==> src/rtl/assert_macros.svh <==
// Assertion helpers for the RTL.
`ifndef ASSERT_MACROS_SVH
`define ASSERT_MACROS_SVH

// Property checked on every rising edge outside reset.
`define BDH_ASSERT(lbl, clk, rst_n, prop) \
  lbl: assert property (@(posedge clk) disable iff (!(rst_n)) (prop)) \
    else $error("bdh assertion failed");

// Antecedent this cycle implies consequent next cycle.
`define BDH_ASSERT_NEXT(lbl, clk, rst_n, ante, cons) \
  lbl: assert property (@(posedge clk) disable iff (!(rst_n)) (ante) |=> (cons)) \
    else $error("bdh assertion failed");

`endif

==> src/rtl/bdh_pkg.sv <==
`default_nettype none

package bdh_pkg;

  localparam int unsigned KEY_WIDTH = 3;
  localparam int unsigned TIME_W    = 32;
  localparam int unsigned CFG_W     = 16;
  localparam int unsigned CFG_IDX_W = 2;

  localparam logic [CFG_W-1:0] POLL_WINDOW_RST = CFG_W'(250);
  localparam logic [CFG_W-1:0] JITTER_LIMIT_RST = CFG_W'(150);
  localparam logic [CFG_W-1:0] HOLD_LIMIT_RST  = CFG_W'(900);
  localparam logic [CFG_W-1:0] INACTIVE_RST    = CFG_W'(200);

  typedef enum logic [1:0] {
    MODE_WAIT = 2'd0,
    MODE_POLL = 2'd1,
    MODE_LOCK = 2'd2,
    MODE_IACT = 2'd3
  } mode_e;

  typedef enum logic [1:0] {
    EV_DOWN = 2'd0,
    EV_HOLD = 2'd1,
    EV_UP   = 2'd2,
    EV_HLUP = 2'd3
  } event_kind_e;

  typedef enum logic [CFG_IDX_W-1:0] {
    CFG_POLL_WINDOW  = 2'd0,
    CFG_JITTER_LIMIT = 2'd1,
    CFG_HOLD_LIMIT   = 2'd2,
    CFG_INACTIVE     = 2'd3
  } cfg_idx_e;

  typedef struct packed {
    logic [CFG_W-1:0] poll_window_ms;
    logic [CFG_W-1:0] jitter_limit_ms;
    logic [CFG_W-1:0] hold_limit_ms;
    logic [CFG_W-1:0] inactive_ms;
  } cfg_t;

  typedef struct packed {
    logic [KEY_WIDTH-1:0] key_sample;
    logic [TIME_W-1:0]    now_ms;
  } in_item_t;

  typedef struct packed {
    logic                 event_valid;
    event_kind_e          event_kind;
    logic [KEY_WIDTH-1:0] event_keys;
  } out_item_t;

endpackage

`default_nettype wire

==> src/rtl/bdh_in_if.sv <==
`default_nettype none

interface bdh_in_if;
  import bdh_pkg::*;

  logic                 valid;
  logic                 ready;
  logic [KEY_WIDTH-1:0] key_sample;
  logic [TIME_W-1:0]    now_ms;

  modport source (output valid, key_sample, now_ms, input ready);
  modport sink   (input valid, key_sample, now_ms, output ready);
endinterface

`default_nettype wire

==> src/rtl/bdh_out_if.sv <==
`default_nettype none

interface bdh_out_if;
  import bdh_pkg::*;

  logic                 valid;
  logic                 ready;
  logic                 event_valid;
  logic [1:0]           event_kind;
  logic [KEY_WIDTH-1:0] event_keys;

  modport source (output valid, event_valid, event_kind, event_keys, input ready);
  modport sink   (input valid, event_valid, event_kind, event_keys, output ready);
endinterface

`default_nettype wire

==> src/rtl/bdh_cfg_regs.sv <==
`default_nettype none

module bdh_cfg_regs (
  input  wire logic                           clk_i,
  input  wire logic                           rst_ni,
  input  wire logic                           cfg_we_i,
  input  wire logic [bdh_pkg::CFG_IDX_W-1:0]  cfg_idx_i,
  input  wire logic [bdh_pkg::CFG_W-1:0]      cfg_wdata_i,
  output bdh_pkg::cfg_t                       cfg_o
);
  import bdh_pkg::*;

  cfg_t cfg_q, cfg_d;

  always_comb begin
    cfg_d = cfg_q;
    if (cfg_we_i) begin
      case (cfg_idx_i)
        CFG_POLL_WINDOW:  cfg_d.poll_window_ms  = cfg_wdata_i;
        CFG_JITTER_LIMIT: cfg_d.jitter_limit_ms = cfg_wdata_i;
        CFG_HOLD_LIMIT:   cfg_d.hold_limit_ms   = cfg_wdata_i;
        CFG_INACTIVE:     cfg_d.inactive_ms     = cfg_wdata_i;
        default:          cfg_d = cfg_q;
      endcase
    end
  end

  always_ff @(posedge clk_i or negedge rst_ni) begin
    if (!rst_ni) begin
      cfg_q.poll_window_ms  <= POLL_WINDOW_RST;
      cfg_q.jitter_limit_ms <= JITTER_LIMIT_RST;
      cfg_q.hold_limit_ms   <= HOLD_LIMIT_RST;
      cfg_q.inactive_ms     <= INACTIVE_RST;
    end else begin
      cfg_q <= cfg_d;
    end
  end

  assign cfg_o = cfg_q;

endmodule

`default_nettype wire

==> src/rtl/bdh_core.sv <==
`default_nettype none

module bdh_core (
  input  wire logic        clk_i,
  input  wire logic        rst_ni,
  input  wire logic        step_i,
  input  wire bdh_pkg::in_item_t item_i,
  input  wire bdh_pkg::cfg_t     cfg_i,
  output bdh_pkg::out_item_t result_o
);
  import bdh_pkg::*;

  mode_e                mode_q, mode_d;
  logic [KEY_WIDTH-1:0] gathered_q, gathered_d;
  logic [KEY_WIDTH-1:0] locked_q, locked_d;
  logic                 hold_q, hold_d;
  logic [TIME_W-1:0]    mark_q, mark_d;
  logic [TIME_W-1:0]    match_q, match_d;

  logic [KEY_WIDTH-1:0] gathered;
  logic [TIME_W-1:0]    since_mark;
  logic [TIME_W-1:0]    since_match;
  logic [3:0]           sel;

  assign gathered    = gathered_q | item_i.key_sample;
  assign since_mark  = item_i.now_ms - mark_q;
  assign since_match = item_i.now_ms - match_q;
  assign sel = {hold_q,
                since_mark  > TIME_W'(cfg_i.hold_limit_ms),
                since_match > TIME_W'(cfg_i.jitter_limit_ms),
                locked_q != gathered};

  always_comb begin
    mode_d     = mode_q;
    gathered_d = gathered;
    locked_d   = locked_q;
    hold_d     = hold_q;
    mark_d     = mark_q;
    match_d    = match_q;
    result_o   = '0;

    case (mode_q)
      MODE_WAIT: begin
        if (gathered != '0) begin
          mark_d = item_i.now_ms;
          mode_d = MODE_POLL;
        end
      end
      MODE_POLL: begin
        if (since_mark > TIME_W'(cfg_i.poll_window_ms)) begin
          locked_d             = gathered;
          gathered_d           = '0;
          mode_d               = MODE_LOCK;
          mark_d               = item_i.now_ms;
          match_d              = item_i.now_ms;
          result_o.event_valid = 1'b1;
          result_o.event_kind  = EV_DOWN;
          result_o.event_keys  = gathered;
        end
      end
      MODE_LOCK: begin
        gathered_d = '0;
        case (sel) inside
          4'h5, 4'h6, 4'h9: begin
            match_d              = item_i.now_ms;
            hold_d               = 1'b1;
            result_o.event_valid = 1'b1;
            result_o.event_kind  = EV_HOLD;
            result_o.event_keys  = locked_q;
          end
          4'h4: begin
            hold_d               = 1'b1;
            result_o.event_valid = 1'b1;
            result_o.event_kind  = EV_HOLD;
            result_o.event_keys  = locked_q;
          end
          4'h0, 4'h2, 4'h8, 4'hA, 4'hC, 4'hE: begin
            match_d = item_i.now_ms;
          end
          4'h3: begin
            result_o.event_valid = 1'b1;
            result_o.event_kind  = EV_UP;
            result_o.event_keys  = locked_q;
            mode_d               = MODE_IACT;
            mark_d               = item_i.now_ms;
          end
          4'h7, 4'hB, 4'hF: begin
            result_o.event_valid = 1'b1;
            result_o.event_kind  = EV_HLUP;
            result_o.event_keys  = locked_q;
            mode_d               = MODE_IACT;
            mark_d               = item_i.now_ms;
          end
          default: begin
            // mismatch inside the jitter window: keep waiting
          end
        endcase
      end
      default: begin
        gathered_d = '0;
        locked_d   = '0;
        hold_d     = 1'b0;
        if (since_mark > TIME_W'(cfg_i.inactive_ms)) begin
          mode_d = MODE_WAIT;
        end
      end
    endcase
  end

  always_ff @(posedge clk_i or negedge rst_ni) begin
    if (!rst_ni) begin
      mode_q     <= MODE_WAIT;
      gathered_q <= '0;
      locked_q   <= '0;
      hold_q     <= 1'b0;
      mark_q     <= '0;
      match_q    <= '0;
    end else if (step_i) begin
      mode_q     <= mode_d;
      gathered_q <= gathered_d;
      locked_q   <= locked_d;
      hold_q     <= hold_d;
      mark_q     <= mark_d;
      match_q    <= match_d;
    end
  end

endmodule

`default_nettype wire

==> src/rtl/button_debounce_hold_detector_unit.sv <==
// Channel  Dir  Payload                               Handshake
// in_i     in   key_sample[2:0], now_ms[31:0]         valid/ready
// out_o    out  event_valid, event_kind[1:0],         valid/ready
//               event_keys[2:0]
// cfg      in   cfg_idx_i[1:0], cfg_wdata_i[15:0]     cfg_we_i, no back-pressure
//
// One poll per cycle sustained while out_o keeps accepting results.
// Input register, then the mode update and result register, set the timing.
// Reset (rst_ni, async, active low) returns to wait mode and default limits.
// A stalled result holds the output register; the input register still takes
// one more transaction, after which in_i.ready drops until the output drains.
`default_nettype none

`include "assert_macros.svh"

module button_debounce_hold_detector_unit (
  input  wire logic                          clk_i,
  input  wire logic                          rst_ni,
  bdh_in_if.sink                             in_i,
  bdh_out_if.source                          out_o,
  input  wire logic                          cfg_we_i,
  input  wire logic [bdh_pkg::CFG_IDX_W-1:0] cfg_idx_i,
  input  wire logic [bdh_pkg::CFG_W-1:0]     cfg_wdata_i
);
  import bdh_pkg::*;

  cfg_t      cfg;
  in_item_t  s1_item_q;
  logic      s1_valid_q, s1_valid_d;
  out_item_t result;
  out_item_t out_item_q;
  logic      out_valid_q, out_valid_d;
  logic      advance;
  logic      in_accept;
  logic      step;

  // output register free or being drained this cycle
  assign advance   = !out_valid_q || out_o.ready;
  assign in_i.ready = !s1_valid_q || advance;
  assign in_accept = in_i.valid && in_i.ready;
  assign step      = s1_valid_q && advance;

  bdh_cfg_regs u_cfg (
    .clk_i       (clk_i),
    .rst_ni      (rst_ni),
    .cfg_we_i    (cfg_we_i),
    .cfg_idx_i   (cfg_idx_i),
    .cfg_wdata_i (cfg_wdata_i),
    .cfg_o       (cfg)
  );

  bdh_core u_core (
    .clk_i    (clk_i),
    .rst_ni   (rst_ni),
    .step_i   (step),
    .item_i   (s1_item_q),
    .cfg_i    (cfg),
    .result_o (result)
  );

  always_comb begin
    s1_valid_d = s1_valid_q;
    if (in_accept) begin
      s1_valid_d = 1'b1;
    end else if (advance) begin
      s1_valid_d = 1'b0;
    end
    out_valid_d = advance ? s1_valid_q : out_valid_q;
  end

  always_ff @(posedge clk_i or negedge rst_ni) begin
    if (!rst_ni) begin
      s1_valid_q  <= 1'b0;
      out_valid_q <= 1'b0;
    end else begin
      s1_valid_q  <= s1_valid_d;
      out_valid_q <= out_valid_d;
    end
  end

  // payload registers, no reset
  always_ff @(posedge clk_i) begin
    if (in_accept) begin
      s1_item_q.key_sample <= in_i.key_sample;
      s1_item_q.now_ms     <= in_i.now_ms;
    end
    if (step) begin
      out_item_q <= result;
    end
  end

  assign out_o.valid       = out_valid_q;
  assign out_o.event_valid = out_item_q.event_valid;
  assign out_o.event_kind  = out_item_q.event_kind;
  assign out_o.event_keys  = out_item_q.event_keys;

  // both stages full and output stalled: no room for another transaction
  `BDH_ASSERT(a_full_blocks_input, clk_i, rst_ni, !(out_valid_q && !out_o.ready && s1_valid_q) || !in_i.ready)
  // an accepted transaction occupies the input register next cycle
  `BDH_ASSERT_NEXT(a_accept_fills_s1, clk_i, rst_ni, in_accept, s1_valid_q)
  // a result without an event carries all-zero fields
  `BDH_ASSERT(a_quiet_result_zero, clk_i, rst_ni, !(out_o.valid && !out_o.event_valid) || (out_o.event_kind == EV_DOWN && out_o.event_keys == '0))

endmodule

`default_nettype wire
==> src/flat_wrapper.sv <==
// flat-port wrapper written by rule: the top's interface ports become plain ports
module button_debounce_hold_detector_unit_flat import bdh_pkg::*;
  (clk_i, rst_ni, cfg_we_i, cfg_idx_i, cfg_wdata_i, in_i_valid, in_i_key_sample, in_i_now_ms, in_i_ready, out_o_valid, out_o_event_valid, out_o_event_kind, out_o_event_keys, out_o_ready);
  bdh_in_if in_i_i ();
  bdh_out_if out_o_i ();
  input  wire logic clk_i;
  input  wire logic rst_ni;
  input  wire logic cfg_we_i;
  input  wire logic [bdh_pkg::CFG_IDX_W-1:0] cfg_idx_i;
  input  wire logic [bdh_pkg::CFG_W-1:0] cfg_wdata_i;
  input wire logic [$bits(in_i_i.valid)-1:0] in_i_valid;
  input wire logic [$bits(in_i_i.key_sample)-1:0] in_i_key_sample;
  input wire logic [$bits(in_i_i.now_ms)-1:0] in_i_now_ms;
  output wire logic [$bits(in_i_i.ready)-1:0] in_i_ready;
  output wire logic [$bits(out_o_i.valid)-1:0] out_o_valid;
  output wire logic [$bits(out_o_i.event_valid)-1:0] out_o_event_valid;
  output wire logic [$bits(out_o_i.event_kind)-1:0] out_o_event_kind;
  output wire logic [$bits(out_o_i.event_keys)-1:0] out_o_event_keys;
  input wire logic [$bits(out_o_i.ready)-1:0] out_o_ready;
  assign in_i_i.valid = in_i_valid;
  assign in_i_i.key_sample = in_i_key_sample;
  assign in_i_i.now_ms = in_i_now_ms;
  assign in_i_ready = in_i_i.ready;
  assign out_o_valid = out_o_i.valid;
  assign out_o_event_valid = out_o_i.event_valid;
  assign out_o_event_kind = out_o_i.event_kind;
  assign out_o_event_keys = out_o_i.event_keys;
  assign out_o_i.ready = out_o_ready;
  button_debounce_hold_detector_unit u_core (.clk_i(clk_i), .rst_ni(rst_ni), .in_i(in_i_i), .out_o(out_o_i), .cfg_we_i(cfg_we_i), .cfg_idx_i(cfg_idx_i), .cfg_wdata_i(cfg_wdata_i));
endmodule
==> config.mk <==
export PLATFORM = sky130hd
export DESIGN_NAME = button_debounce_hold_detector_unit_flat
export DESIGN_NICKNAME = d
export VERILOG_FILES = /design/src/rtl/bdh_pkg.sv /design/src/rtl/bdh_in_if.sv /design/src/rtl/bdh_out_if.sv /design/src/rtl/bdh_cfg_regs.sv /design/src/rtl/bdh_core.sv /design/src/rtl/button_debounce_hold_detector_unit.sv /design/src/flat_wrapper.sv
export VERILOG_INCLUDE_DIRS = /design/src /design/src/rtl
export SDC_FILE = /design/constraint.sdc
export NUM_CORES = 1
export LEC_CHECK = 0
export ABC_AREA = 1
export ABC_CLOCK_PERIOD_IN_PS = 3800
export BUFFER_PORTS_ARGS = -buffer_cell sky130_fd_sc_hd__buf_2
export CAP_MARGIN = 20
export CORE_MARGIN = 1.5
export CORE_UTILIZATION = 48
export DETAILED_ROUTE_END_ITERATION = 16
export HOLD_SLACK_MARGIN = 0.15
export PLACE_DENSITY = 0.75
export SYNTH_ARGS = -nofsm -noshare
export SYNTH_HDL_FRONTEND = slang
export SYNTH_HIERARCHICAL = 1
export SYNTH_SLANG_ARGS = --single-unit
==> constraint.sdc <==
create_clock -name clk_i -period 3.8 [get_ports clk_i]
set_input_delay 0.76 -clock clk_i [delete_from_list [all_inputs] [get_ports clk_i]]
set_output_delay 0.76 -clock clk_i [all_outputs]
set_load 0.01 [all_outputs]
---- Word-level counts from Yosys, hierarchy flattened ----
Index checks and enable logic that the tools add are counted.
storage, ports and cells
  bits of input ports ..................... 58
  logic and storage cells ................. 119
  output and inout bits ................... 8
  flip-flop bits (word level) ............. 180
cells by class
  equality and inequality tests ........... 28
  magnitude comparators ................... 4
  mux-type cells .......................... 37
  bitwise operators ....................... 3
  reduce and logical (&&, ||, !) cells .... 28
  add/sub/neg operators ................... 2
operator list
  kind                count
  $mux 32             10
  $gt 32x16->1        4
  $pmux 32 s3         1
  $pmux 32 s2         1
  $sub 32x32->32      2
  $mux 6              6
  $eq 4x4->1 const B  7
  $eq 4x3->1 const B  4
  $mux 2              8
  $reduce_and 8->1    2
  $pmux 3 s2          2
  $pmux 6 s2          1
  $ne 2x2->1 const B  5
  $ne 3x2->1 const B  3
  $eq 4x2->1 const B  2
  $reduce_and 2->1    4
  $eq 2x2->1 const B  3
  $mux 3              2
  $pmux 2 s3          1
  $reduce_and 3->1    2
  $reduce_bool 3->1   2
  $reduce_or 3->1     2
  $reduce_or 6->1     1
  $reduce_and 5->1    1
  15 further kinds    26

---- Depth between registers and ports, before layout ----
Gate-level depths: netlist of the first run.
  depth after elaboration ................. 10
  depth in mapped cells ................... 32
  mapped depth without buffers ............ 31

---- Hierarchy ----
Netlist of the first run, hierarchy kept.
by module, submodules not included
  module                              times used  area an instance (um2)  sequential area each (um2)  cells an instance
  bdh_core                            1           10222.3                 1826.8                      1724
  bdh_cfg_regs                        1           2632.5                  1622.8                      285
  button_debounce_hold_detector_unit  1           1326.3                  1281.2                      53

---- Worst setup path before layout of the first run ----
No wires, ideal clock.
  kind .................................... reg2reg
  from .................................... reg u_core/s1_item_q[9] in the netlist's numbering
  to ...................................... reg u_core.u_core.match_q[1]
  setup slack ............................. 327 ps
  library setup time ...................... 123 ps
  stages on the path, launching flop included .. 28
  arrival time ............................ 3351 ps
  required time ........................... 3677 ps
  clock period less this slack ............ 3473 ps
  path buffers ............................ 1
  path through ............................ edfxtp_1 -> ha_1 -> nand2_1 -> inv_1 -> a21oi_2 -> nor2_1 -> nor2_1 -> nand2_1 -> xor2_1 -> ha_1 -> nand2_1 -> nor4_1 -> nand3_1 -> nand2_1 -> nand2_1 -> nor2_1 -> nand3_1 -> nor2_1 -> nand2_2 -> nand2_2 -> nand2_2 -> clkinv_1 -> nand2_2 -> nand2_2 -> nand2_8 -> buf_6 -> nand2_1 -> o21ai_2
on the way
  word-level cells in the longest chain between the ends .. 6
  elaborated cells on any way between the ends .. 23
  classes of those cells .................. add/sub (2); order compare (3); eq/ne (12); mux (2); reduce/logical (4)
RTL lines
  element                                                    RTL line                                  RTL
  start, declared                                            button_debounce_hold_detector_unit.sv:28  in_item_t s1_item_q;
  $sub 32x32->32, on equally long branches                   bdh_core.sv:27, bdh_core.sv:26
  $gt 32x16->1, on equally long branches                     bdh_core.sv:30, bdh_core.sv:29
  $eq 4x2->1 (no line), or another cell as far along         n/a
  $reduce_or 6->1 or $reduce_or 3->1 (tied branches)         bdh_core.sv:63                            case (sel) inside
  $ne 3x1->1 (no line), or another cell as far along         n/a
  $reduce_and 5->1 (no line) or $pmux 32 s2 (tied branches)  n/a
  end signal, assigned                                       bdh_core.sv:124                           match_q <= match_d;
  end, declared                                              bdh_core.sv:18                            logic [TIME_W-1:0] match_q, match_d;
Several ways; a longest one is shown, not always the timed one.
A chain may end at the register's enable or synchronous reset.

---- Final worst setup path of the first run ----
  from .................................... reg u_core/s1_item_q[10] in the netlist's numbering
  to ...................................... reg u_core.u_core.mark_q[15]
on the way
  word-level cells in the longest chain between the ends .. 8
  elaborated cells on any way between the ends .. 33
  classes of those cells .................. add/sub (2); order compare (3); eq/ne (18); mux (5); reduce/logical (5)
RTL lines
  element                                   RTL line                        RTL
  $sub 32x32->32, on equally long branches  bdh_core.sv:27, bdh_core.sv:26
  $gt 32x16->1, on equally long branches    bdh_core.sv:30, bdh_core.sv:29
  $eq 4x2->1 (no line)                      n/a
  $mux 32 (4 in series)                     bdh_core.sv:63
  $pmux 32 s3                               bdh_core.sv:42                  case (mode_q)
  end signal, assigned                      bdh_core.sv:123                 mark_q <= mark_d;
  end, declared                             bdh_core.sv:17                  logic [TIME_W-1:0] mark_q, mark_d;
Several ways; a longest one is shown, not always the timed one. The select of a mux whose other input is x is not followed.

==> impl_metrics.yaml, run 1 <==
cts:
  clockRootBuffer: "clkbuf_16"
  cts_sinks: 180
  ctsHtreeMaxLevel: 4
  cts_tree: "done"
  clk_latency_ns: 0.46
  cts.clk_slew.worst_paths_ns: 0.08
  holdBufCountCts: 0
  numCtsBuffers: 17
  clockBufferDepth: 2
critical_path:
  crit_start: "u_core/s1_item_q[10]"
  cp-start-kind: "flop"
  max_stage_delay_ns: 0.41
  rr_startpoint: "u_core/s1_item_q[10]"
  path_class: "reg -> reg"
  crit_path_end_kind: "flop"
  arrival_ns: 4.44
  cp.required_ns: 4.17
  cp_max_fo: 8
  reg2reg_setup_slack_ns: -0.27
  reg2reg_to: "u_core/u_core/mark_q[15]"
  rr_worst_depth: 29
  cp_slowest_cell: "edfxtp_1"
die:
  num_rows: 62
  io_pins: 66
  core-area_mm2: 0.0289
  die_y_um: 175
  die_w_um: 175
  die_area_mm2: 0.0306
  start_util: 0.491
placement:
  placed_area_mm2: 0.0161
  io_buffers: 65
  gp_congestion: 0.959
  hpwl_mm: 32.2
timing:
  rsz0062_at_grt: "true"
  setup_violations: 74
  slew_headroom: 0.398
  min_period_ns: 4.07
  slew_violations: 0
  fmax_mhz: 246
  hold_viol: 0
  setup_slack_ns: -0.269
  hold_slack_ns: 0.374
  worst_pin_slew_ns: 0.898
  fin_skew_ns: 0.0174
  fin_crit_sh: 1.07
  fin_tns_setup_ns: -12.86
grt:
  grt_max_degree: 91
  grt_pass1_vias: 13900
  grt-ovfl-total: 0
  grt_pass1_wl_mm: 70.0
  grt_usage: 0.289
  antenna_found_initial: 0
run_status:
  status: "finished, violations left"
  violations: "setup timing"
synth:
  ys.flop_type: "dfrtp_1"
  async_flop_share: 0.772
  syn_nets: 2252
  synth_seq_area_share: 0.334
  avgSynthCellArea_um2: 6.88
  syn_area_mm2: 0.0142
  synth-edff-count: 41
  synthTopCellsByArea: "dfrtp_1 (22%), nand2_1 (19%), ha_1 (11%)"
  synth_area_leader_cell: "dfrtp_1"
  ys_top_cells_by_count: "nand2_1 (729), inv_1 (413), ha_1 (130)"
  ys_seq_elements: 180
  netlist_instances: 2062
  yosysWarnings: 6
  synth_cell_type_count: 43
  synth_most_common_cell: "nand2_1"
  yosys.area.top_type_share: 0.215
drt:
  post_drt_wl_per_cell_um: 17.1
  drtIter0Drc: 1478
  avgViaCountPerCell: 5.32
  via_count: 14500
  drc: 0
  ant_nets: 0
  firstDrtPassIters: 6
  drt-total-wl_mm: 46.5
pwr:
  p_leak_nw: 9.97
  powerDensity_mw_per_mm2: 824
  vdd_drop_max_mv: 0.438
  fin_total_pwr_mw: 15.1
final_layout:
  final_nets: 2518
  area_growth_pct: 28.9
  drive_gt1_frac: 0.250
  finalInstanceArea_mm2: 0.0183
  n_antenna_cell: 0
  fin_util: 0.633
min_path:
  hold_class: "in -> async"
run:
  drv_cap: 0
## per-stage QoR
stage	instances	worst slack (ns)
2_1_floorplan	2062	0.327
3_3_place_gp	2647	-0.204
3_5_place_dp	2647	-0.244
4_1_cts	2713	-0.0235
5_1_grt	2725	-0.473
6_report	2725	-0.269
## critical path: cells and delay by family, from the launching register on
family	cells	cell delay [ns]
AO/OA/AOI/OAI	2	0.25
adder cells (fa/ha/maj)	2	0.53
AND/OR/NAND/NOR	15	1.50
flip-flops	1	0.41
buffers and inverters	9	1.11
XOR/XNOR	1	0.16
## metal layers
metal | track usage | wire length, um
met5 | 0 | 0
met2 | 0.488 | 22300
met1 | 0.376 | 19300
met3 | 0.0474 | 3340
met4 | 0.0986 | 1630
## power by group
part	internal, mW	switching [mW]	leakage, nW
Combinational	4.36	5.92	7.59
Clock	0.959	0.903	0.297
Sequential	2.51	0.408	2.09
## final cells by class
class	count	area, um^2
Fill cell	2431	10600
Inverter	427	1610
Timing Repair Buffer	281	2220
Clock buffer	18	439
Clock inverter	14	159
Multi-Input combinational cell	1421	8640
Sequential cell	180	4730
Tap cell	384	480
## state kept, by name, summed over array words and instances, names as in the netlist, 3 cells and up
register	count
u_core/u_core/gathered_q	3
u_core/u_core/match_q	32
u_core/out_o.event_keys	3
u_core/u_core/mark_q	32
u_core/s1_item_q	35
u_core/u_cfg/cfg_o	64
u_core/u_core/locked_q	3
## how the worst max path moves through the flow
stage                                to  slack, ns  cells after the start
6_report       u_core/u_core/mark_q[15]      -0.27                     29
5_1_grt         u_core/u_core/mark_q[5]      -0.47                     26
4_1_cts        u_core/u_core/mark_q[10]      -0.02                     27
3_5_place_dp    u_core/u_core/mark_q[3]      -0.24                     24
3_3_place_gp   u_core/u_core/mark_q[26]      -0.20                     25
2_1_floorplan  u_core/u_core/match_q[1]       0.33                     27
## logic make-up after synthesis
group | Yosys count | share of synthesized area
DFF | 180 | 0.334
adders and majority gates | 132 | 0.118
buffers and inverters | 462 | 0.130
AOI/OAI and AO/OA | 164 | 0.0700
and+or+nand+nor | 1090 | 0.328
xor gates and xnor gates | 34 | 0.0210
## repair_timing
| item | in CTS | in global routing |
|---|---|---|
| pin swaps | 33 | 42 |
| buffers inserted | 29 | 9 |
| setup endpoints to repair | 77 | 78 |
| resized for setup | 121 | 117 |
| cloned | 5 | 6 |
## cell usage in the layout, fill, tap and decap left out, drive strengths merged, types with 9 or more instances in the layout
| cell | netlist | final |
|---|---|---|
| nand2 | 751 | 752 |
| inv | 424 | 433 |
| buf | 27 | 276 |
| nor2 | 131 | 131 |
| ha | 130 | 130 |
| dfrtp | 122 | 122 |
| nand3 | 105 | 105 |
| o21ai | 79 | 79 |
| a21oi | 68 | 68 |
| nand4 | 66 | 66 |
| edfxtp | 41 | 41 |
| xor2 | 31 | 31 |
| clkbuf | 8 | 23 |
| dfstp | 17 | 17 |
| nor3 | 17 | 17 |
| and2 | 9 | 9 |
Power figures use the tool's default switching activity.
==> run 2: changes to the inputs <==
- CORE_UTILIZATION: 48 -> 29
- PLACE_DENSITY: 0.75 -> 0.54
==> impl_metrics.yaml, run 2 (synthesis gave the netlist of run 1 again) <==
grt:
  grt_pass1_wl_mm: 74.6
  grt_pass1_vias: 14000
  grt-ovfl-total: 0
  antenna_found_initial: 0
  grt_max_degree: 76
  grt_usage: 0.190
die:
  num_rows: 80
  die_area_mm2: 0.0502
  core-area_mm2: 0.0479
  start_util: 0.296
  die_y_um: 224
  die_w_um: 224
  io_pins: 66
drt:
  avgViaCountPerCell: 4.65
  via_count: 14100
  post_drt_wl_per_cell_um: 15.9
  drt-total-wl_mm: 48.2
  ant_nets: 0
  firstDrtPassIters: 5
  drtIter0Drc: 701
  drc: 0
timing:
  hold_slack_ns: 0.338
  fin_tns_setup_ns: -12.43
  setup_violations: 71
  setup_slack_ns: -0.236
  hold_viol: 0
  fin_skew_ns: 0.0164
  slew_headroom: 0.316
  fin_crit_sh: 1.06
  min_period_ns: 4.04
  slew_violations: 0
  rsz0062_at_grt: "true"
  fmax_mhz: 248
  worst_pin_slew_ns: 1.03
critical_path:
  path_class: "reg -> reg"
  cp_common_cell: "nand2_2"
  critPathTopFamily: "simple AND/OR/NAND/NOR gates"
  rr_worst_depth: 25
  rr_startpoint: "u_core/s1_item_q[6]"
  cp_slowest_cell: "edfxtp_1"
  reg2reg_to: "u_core/u_core/mark_q[9]"
  cp.required_ns: 4.19
  arrival_ns: 4.42
  crit_path_end_kind: "flop"
  path_depth: 25
  reg2reg_setup_slack_ns: -0.24
  cp-start-kind: "flop"
  cp_max_fo: 8
  cp_num_buf_inv: 2
  max_stage_delay_ns: 0.52
cts:
  clockRootBuffer: "clkbuf_16"
  clockBufferDepth: 2
  holdBufCountCts: 0
  cts.clk_slew.worst_paths_ns: 0.08
  clk_latency_ns: 0.46
  ctsHtreeMaxLevel: 4
  cts_tree: "done"
  cts_sinks: 180
  numCtsBuffers: 17
placement:
  placed_area_mm2: 0.0166
  gp_congestion: 0.920
  hpwl_mm: 35.0
  io_buffers: 65
  place_inst: 2911
final_layout:
  drive_gt1_frac: 0.322
  fin_cells: 3031
  final_common_cell: "nand2_1"
  area_growth_pct: 41.1
  fin_util: 0.417
  final_nets: 2593
  finalInstanceArea_mm2: 0.0200
  largest_reg_flops: 64
  final_cell_mix: "nand2_1 (606), inv_1 (398), buf_4 (242)"
  n_antenna_cell: 0
run:
  drv_cap: 0
pwr:
  p_leak_nw: 10.5
  powerDensity_mw_per_mm2: 824
  vdd_drop_max_mv: 0.402
run_status:
  status: "finished, violations left"
  violations: "setup timing"
min_path:
  hold_class: "in -> async"
-- run 2: cell count changes in the layout (fill, tap and decap cells not counted), sizes merged --
cell      change
clkinv        -2
buf          +74
inv           -3
clkinvlp      +2
bufinv        -1
nand2         +1
clkbuf        +4
-- run 2: worst max-delay path by stage --
stage / from / end
global route: u_core/s1_item_q[0] / u_core/u_core/mark_q[18]
finish: u_core/s1_item_q[6] / u_core/u_core/mark_q[9]
CTS: u_core/s1_item_q[6] / u_core/u_core/mark_q[6]
detailed placement: u_core/s1_item_q[4] / u_core/u_core/match_q[0]
floorplan: u_core/s1_item_q[9] / u_core/u_core/match_q[1]
global placement: u_core/s1_item_q[6] / u_core/u_core/match_q[4]
-- run 2: where the power goes --
group / switching, mW / internal (mW) / total, mW
clock: 0.869 / 0.949 / 1.82
sequential: 0.377 / 2.51 / 2.89
combinational: 6.48 / 5.30 / 11.8
total: 7.73 / 8.76 / 16.5
-- run 2: what timing repair did --
item | in CTS | in global routing
setup buffers | 57 | 24
gates cloned | 7 | 5
setup endpoints to repair | 79 | 79
pin swaps | 46 | 103
gates resized for setup | 196 | 226
-- run 2: per-stage QoR --
stage          setup WS (ns)  total power, mW
5_1_grt               -0.391             17.9
3_3_place_gp          -0.395             11.4
4_1_cts               -0.139             15.1
3_5_place_dp          -0.377             11.6
6_report              -0.236             16.5
2_1_floorplan          0.327             8.26
-- run 2: layout make-up --
class / instances / area (um^2)
Clock buffer: 22 / 497
Tap cell: 615 / 769
Timing Repair Buffer: 355 / 2900
Sequential cell: 180 / 4730
Fill cell: 4811 / 27900
Clock inverter: 10 / 83.8
Multi-Input combinational cell: 1422 / 9420
Inverter: 427 / 1610
-- run 2: metal layers --
metal  routed length (um)  up-vias  track usage
li1                     -     7081            -
met1                21800     6650        0.253
met2                23400      303        0.321
met3                 1780       54       0.0232
met4                 1180        0       0.0602
met5                    0        -            0
==> run 3: changes to the inputs <==
--- a/config.mk
+++ b/config.mk
@@ -17,2 +17,3 @@
 export PLACE_DENSITY = 0.54
+export SKIP_LAST_GASP = 1
 export SYNTH_ARGS = -nofsm -noshare
==> constraint.sdc (replaced) <==
create_clock -name clk_i -period 3.8 [get_ports clk_i]
set_input_delay 1.14 -clock clk_i [delete_from_list [all_inputs] [get_ports clk_i]]
set_output_delay 1.14 -clock clk_i [all_outputs]
set_load 0.01 [all_outputs]
==> impl_metrics.yaml, run 3 (synthesis gave the netlist of run 1 again) <==
final_layout:
  area_growth_pct: 36.1
  largest_reg_flops: 64
  drive_gt1_frac: 0.296
  final_nets: 2564
  n_antenna_cell: 0
  final_common_cell: "nand2_1"
  nFillCells: 4860
  final_cell_mix: "nand2_1 (620), inv_1 (396), buf_4 (228)"
critical_path:
  cp.required_ns: 4.20
  crit_chain: "ha_4 -> nand2_8 -> inv_1 -> nand2_2 -> nand2_2 -> nand3b_1 -> xor2_2 -> ha_1 -> nand2_2 -> nor4_4 -> nand3_1 -> nand2_2 -> nand2_2 -> nor2_2 -> nand3_1 -> nor2_1 -> nand2_2 -> nor2_2 -> nand4_1 -> nand3_4 -> clkbuf_16 -> nand2_2 -> o21ai_1"
  max_stage_delay_ns: 0.47
  cp_slowest_cell: "edfxtp_1"
  cp_common_cell: "nand2_2"
  arrival_ns: 4.42
  path_class: "reg -> reg"
  cp-start-kind: "flop"
  crit_path_end_kind: "flop"
  cp_max_fo: 8
placement:
  gp_congestion: 0.924
  post-place-ws_ns: -0.330
  io_buffers: 65
  hpwl_mm: 34.9
drt:
  avgViaCountPerCell: 4.64
  via_count: 13900
  drc: 0
  drt-total-wl_mm: 47.4
  drtIter0Drc: 911
  ant_nets: 0
  firstDrtPassIters: 7
  post_drt_wl_per_cell_um: 15.8
timing:
  fin_crit_sh: 1.06
  fin_skew_ns: 0.0202
  fmax_mhz: 249
  setup_slack_ns: -0.222
  slew_headroom: 0.378
  setup_violations: 72
  hold_viol: 0
  slew_violations: 0
  rsz0062_at_grt: "true"
  hold_slack_ns: 0.464
  min_period_ns: 4.02
  worst_pin_slew_ns: 0.934
pwr:
  vdd_drop_max_mv: 0.417
  p_leak_nw: 10.3
  powerDensity_mw_per_mm2: 813
die:
  die_w_um: 224
  core-area_mm2: 0.0479
  io_pins: 66
  die_area_mm2: 0.0502
  num_rows: 80
  start_util: 0.296
  die_y_um: 224
grt:
  grt_pass1_vias: 13900
  grt_pass1_wl_mm: 73.8
  grt_usage: 0.191
  grt-ovfl-total: 0
  grt_max_degree: 62
  antenna_found_initial: 0
cts:
  cts.clk_slew.worst_paths_ns: 0.08
  clk_latency_ns: 0.48
  clockBufferDepth: 2
  numCtsBuffers: 17
  cts_sinks: 180
  cts_tree: "done"
  clockRootBuffer: "clkbuf_16"
  ctsHtreeMaxLevel: 4
run_status:
  status: "finished, violations left"
  violations: "setup timing"
run:
  drv_cap: 0
min_path:
  hold_class: "reg -> reg"
## run 3: cell count changes in the layout (fill, tap and decap cells not counted), moves of 5 or more
cell / previous run / this run
buf_4: 242 / 228
buf_6: 29 / 23
ha_1: 88 / 95
ha_4: 40 / 35
nand2_1: 606 / 620
nand2_2: 92 / 100
nand2_4: 52 / 29
nor2_2: 14 / 20
o21ai_1: 12 / 27
o21ai_2: 56 / 42
## run 3: per-stage QoR
stage / std cells / util / instance area, um^2 / TNS [ns] / power (mW)
after floorplan: 2062 / - / 14200 / 0 / 8.26
after global placement: 2907 / 0.346 / 16600 / -22.64 / 11.3
after detailed placement: 2907 / 0.346 / 16600 / -20.85 / 11.5
after CTS: 2988 / 0.392 / 18800 / -2.36 / 15.1
after global routing: 3002 / 0.402 / 19300 / -21.45 / 17.0
final: 3002 / 0.402 / 19300 / -8.81 / 15.7
## run 3: layout make-up
class                           count  area (um^2)  share of cell area
Tap cell                          615          769              0.0399
Clock inverter                     12          151             0.00785
Inverter                          427         1610              0.0832
Sequential cell                   180         4730               0.245
Clock buffer                       20          500              0.0259
Multi-Input combinational cell   1421         8980               0.465
Timing Repair Buffer              327         2560               0.132
## run 3: worst paths after layout
check | from | end | slack (ns) | cells after the start
setup / recovery | u_core/s1_item_q[9] | u_core/u_core/mark_q[15] | -0.22 | 23
hold / removal | u_core/u_cfg/cfg_o[36] | u_core/u_cfg/cfg_o[36] | 0.46 | 2
setup reg to reg | u_core/s1_item_q[9] | u_core/u_core/mark_q[15] | -0.22 | 23
hold reg to reg | u_core/u_cfg/cfg_o[36] | u_core/u_cfg/cfg_o[36] | 0.46 | 2
max in group asynchronous | rst_ni | u_core/u_cfg/cfg_o[39] | 2.34 | 2
min in group asynchronous | rst_ni | u_core/u_cfg/cfg_o[10] | 0.66 | 1
## run 3: timing repair
item,in CTS,in global routing
hold buffers,0,0
pin swaps,81,90
setup endpoints to repair,78,78
setup buffers,50,15
gates resized for setup,221,114
gates cloned,5,3
## run 3: critical path, delay by kind of cell, from the launching register on
kind,cells,cell delay [ns]
xor gates and xnor gates,1,0.23
buffers and inverters,2,0.28
and+or+nand+nor,17,2.23
AOI/OAI and AO/OA,1,0.10
DFF,1,0.47
adders and majority gates,2,0.62
## run 3: where the power goes
part | internal [mW] | switching, mW
Sequential | 2.51 | 0.377
Clock | 1.05 | 0.908
Combinational | 4.76 | 6.07
## run 3: per-layer routing
layer | up-vias | track usage | wire, um
met1 | 6532 | 0.249 | 21700
met2 | 291 | 0.313 | 21900
met3 | 86 | 0.0283 | 1900
li1 | 7028 | - | -
met4 | 0 | 0.0798 | 1830
met5 | - | 0 | 0
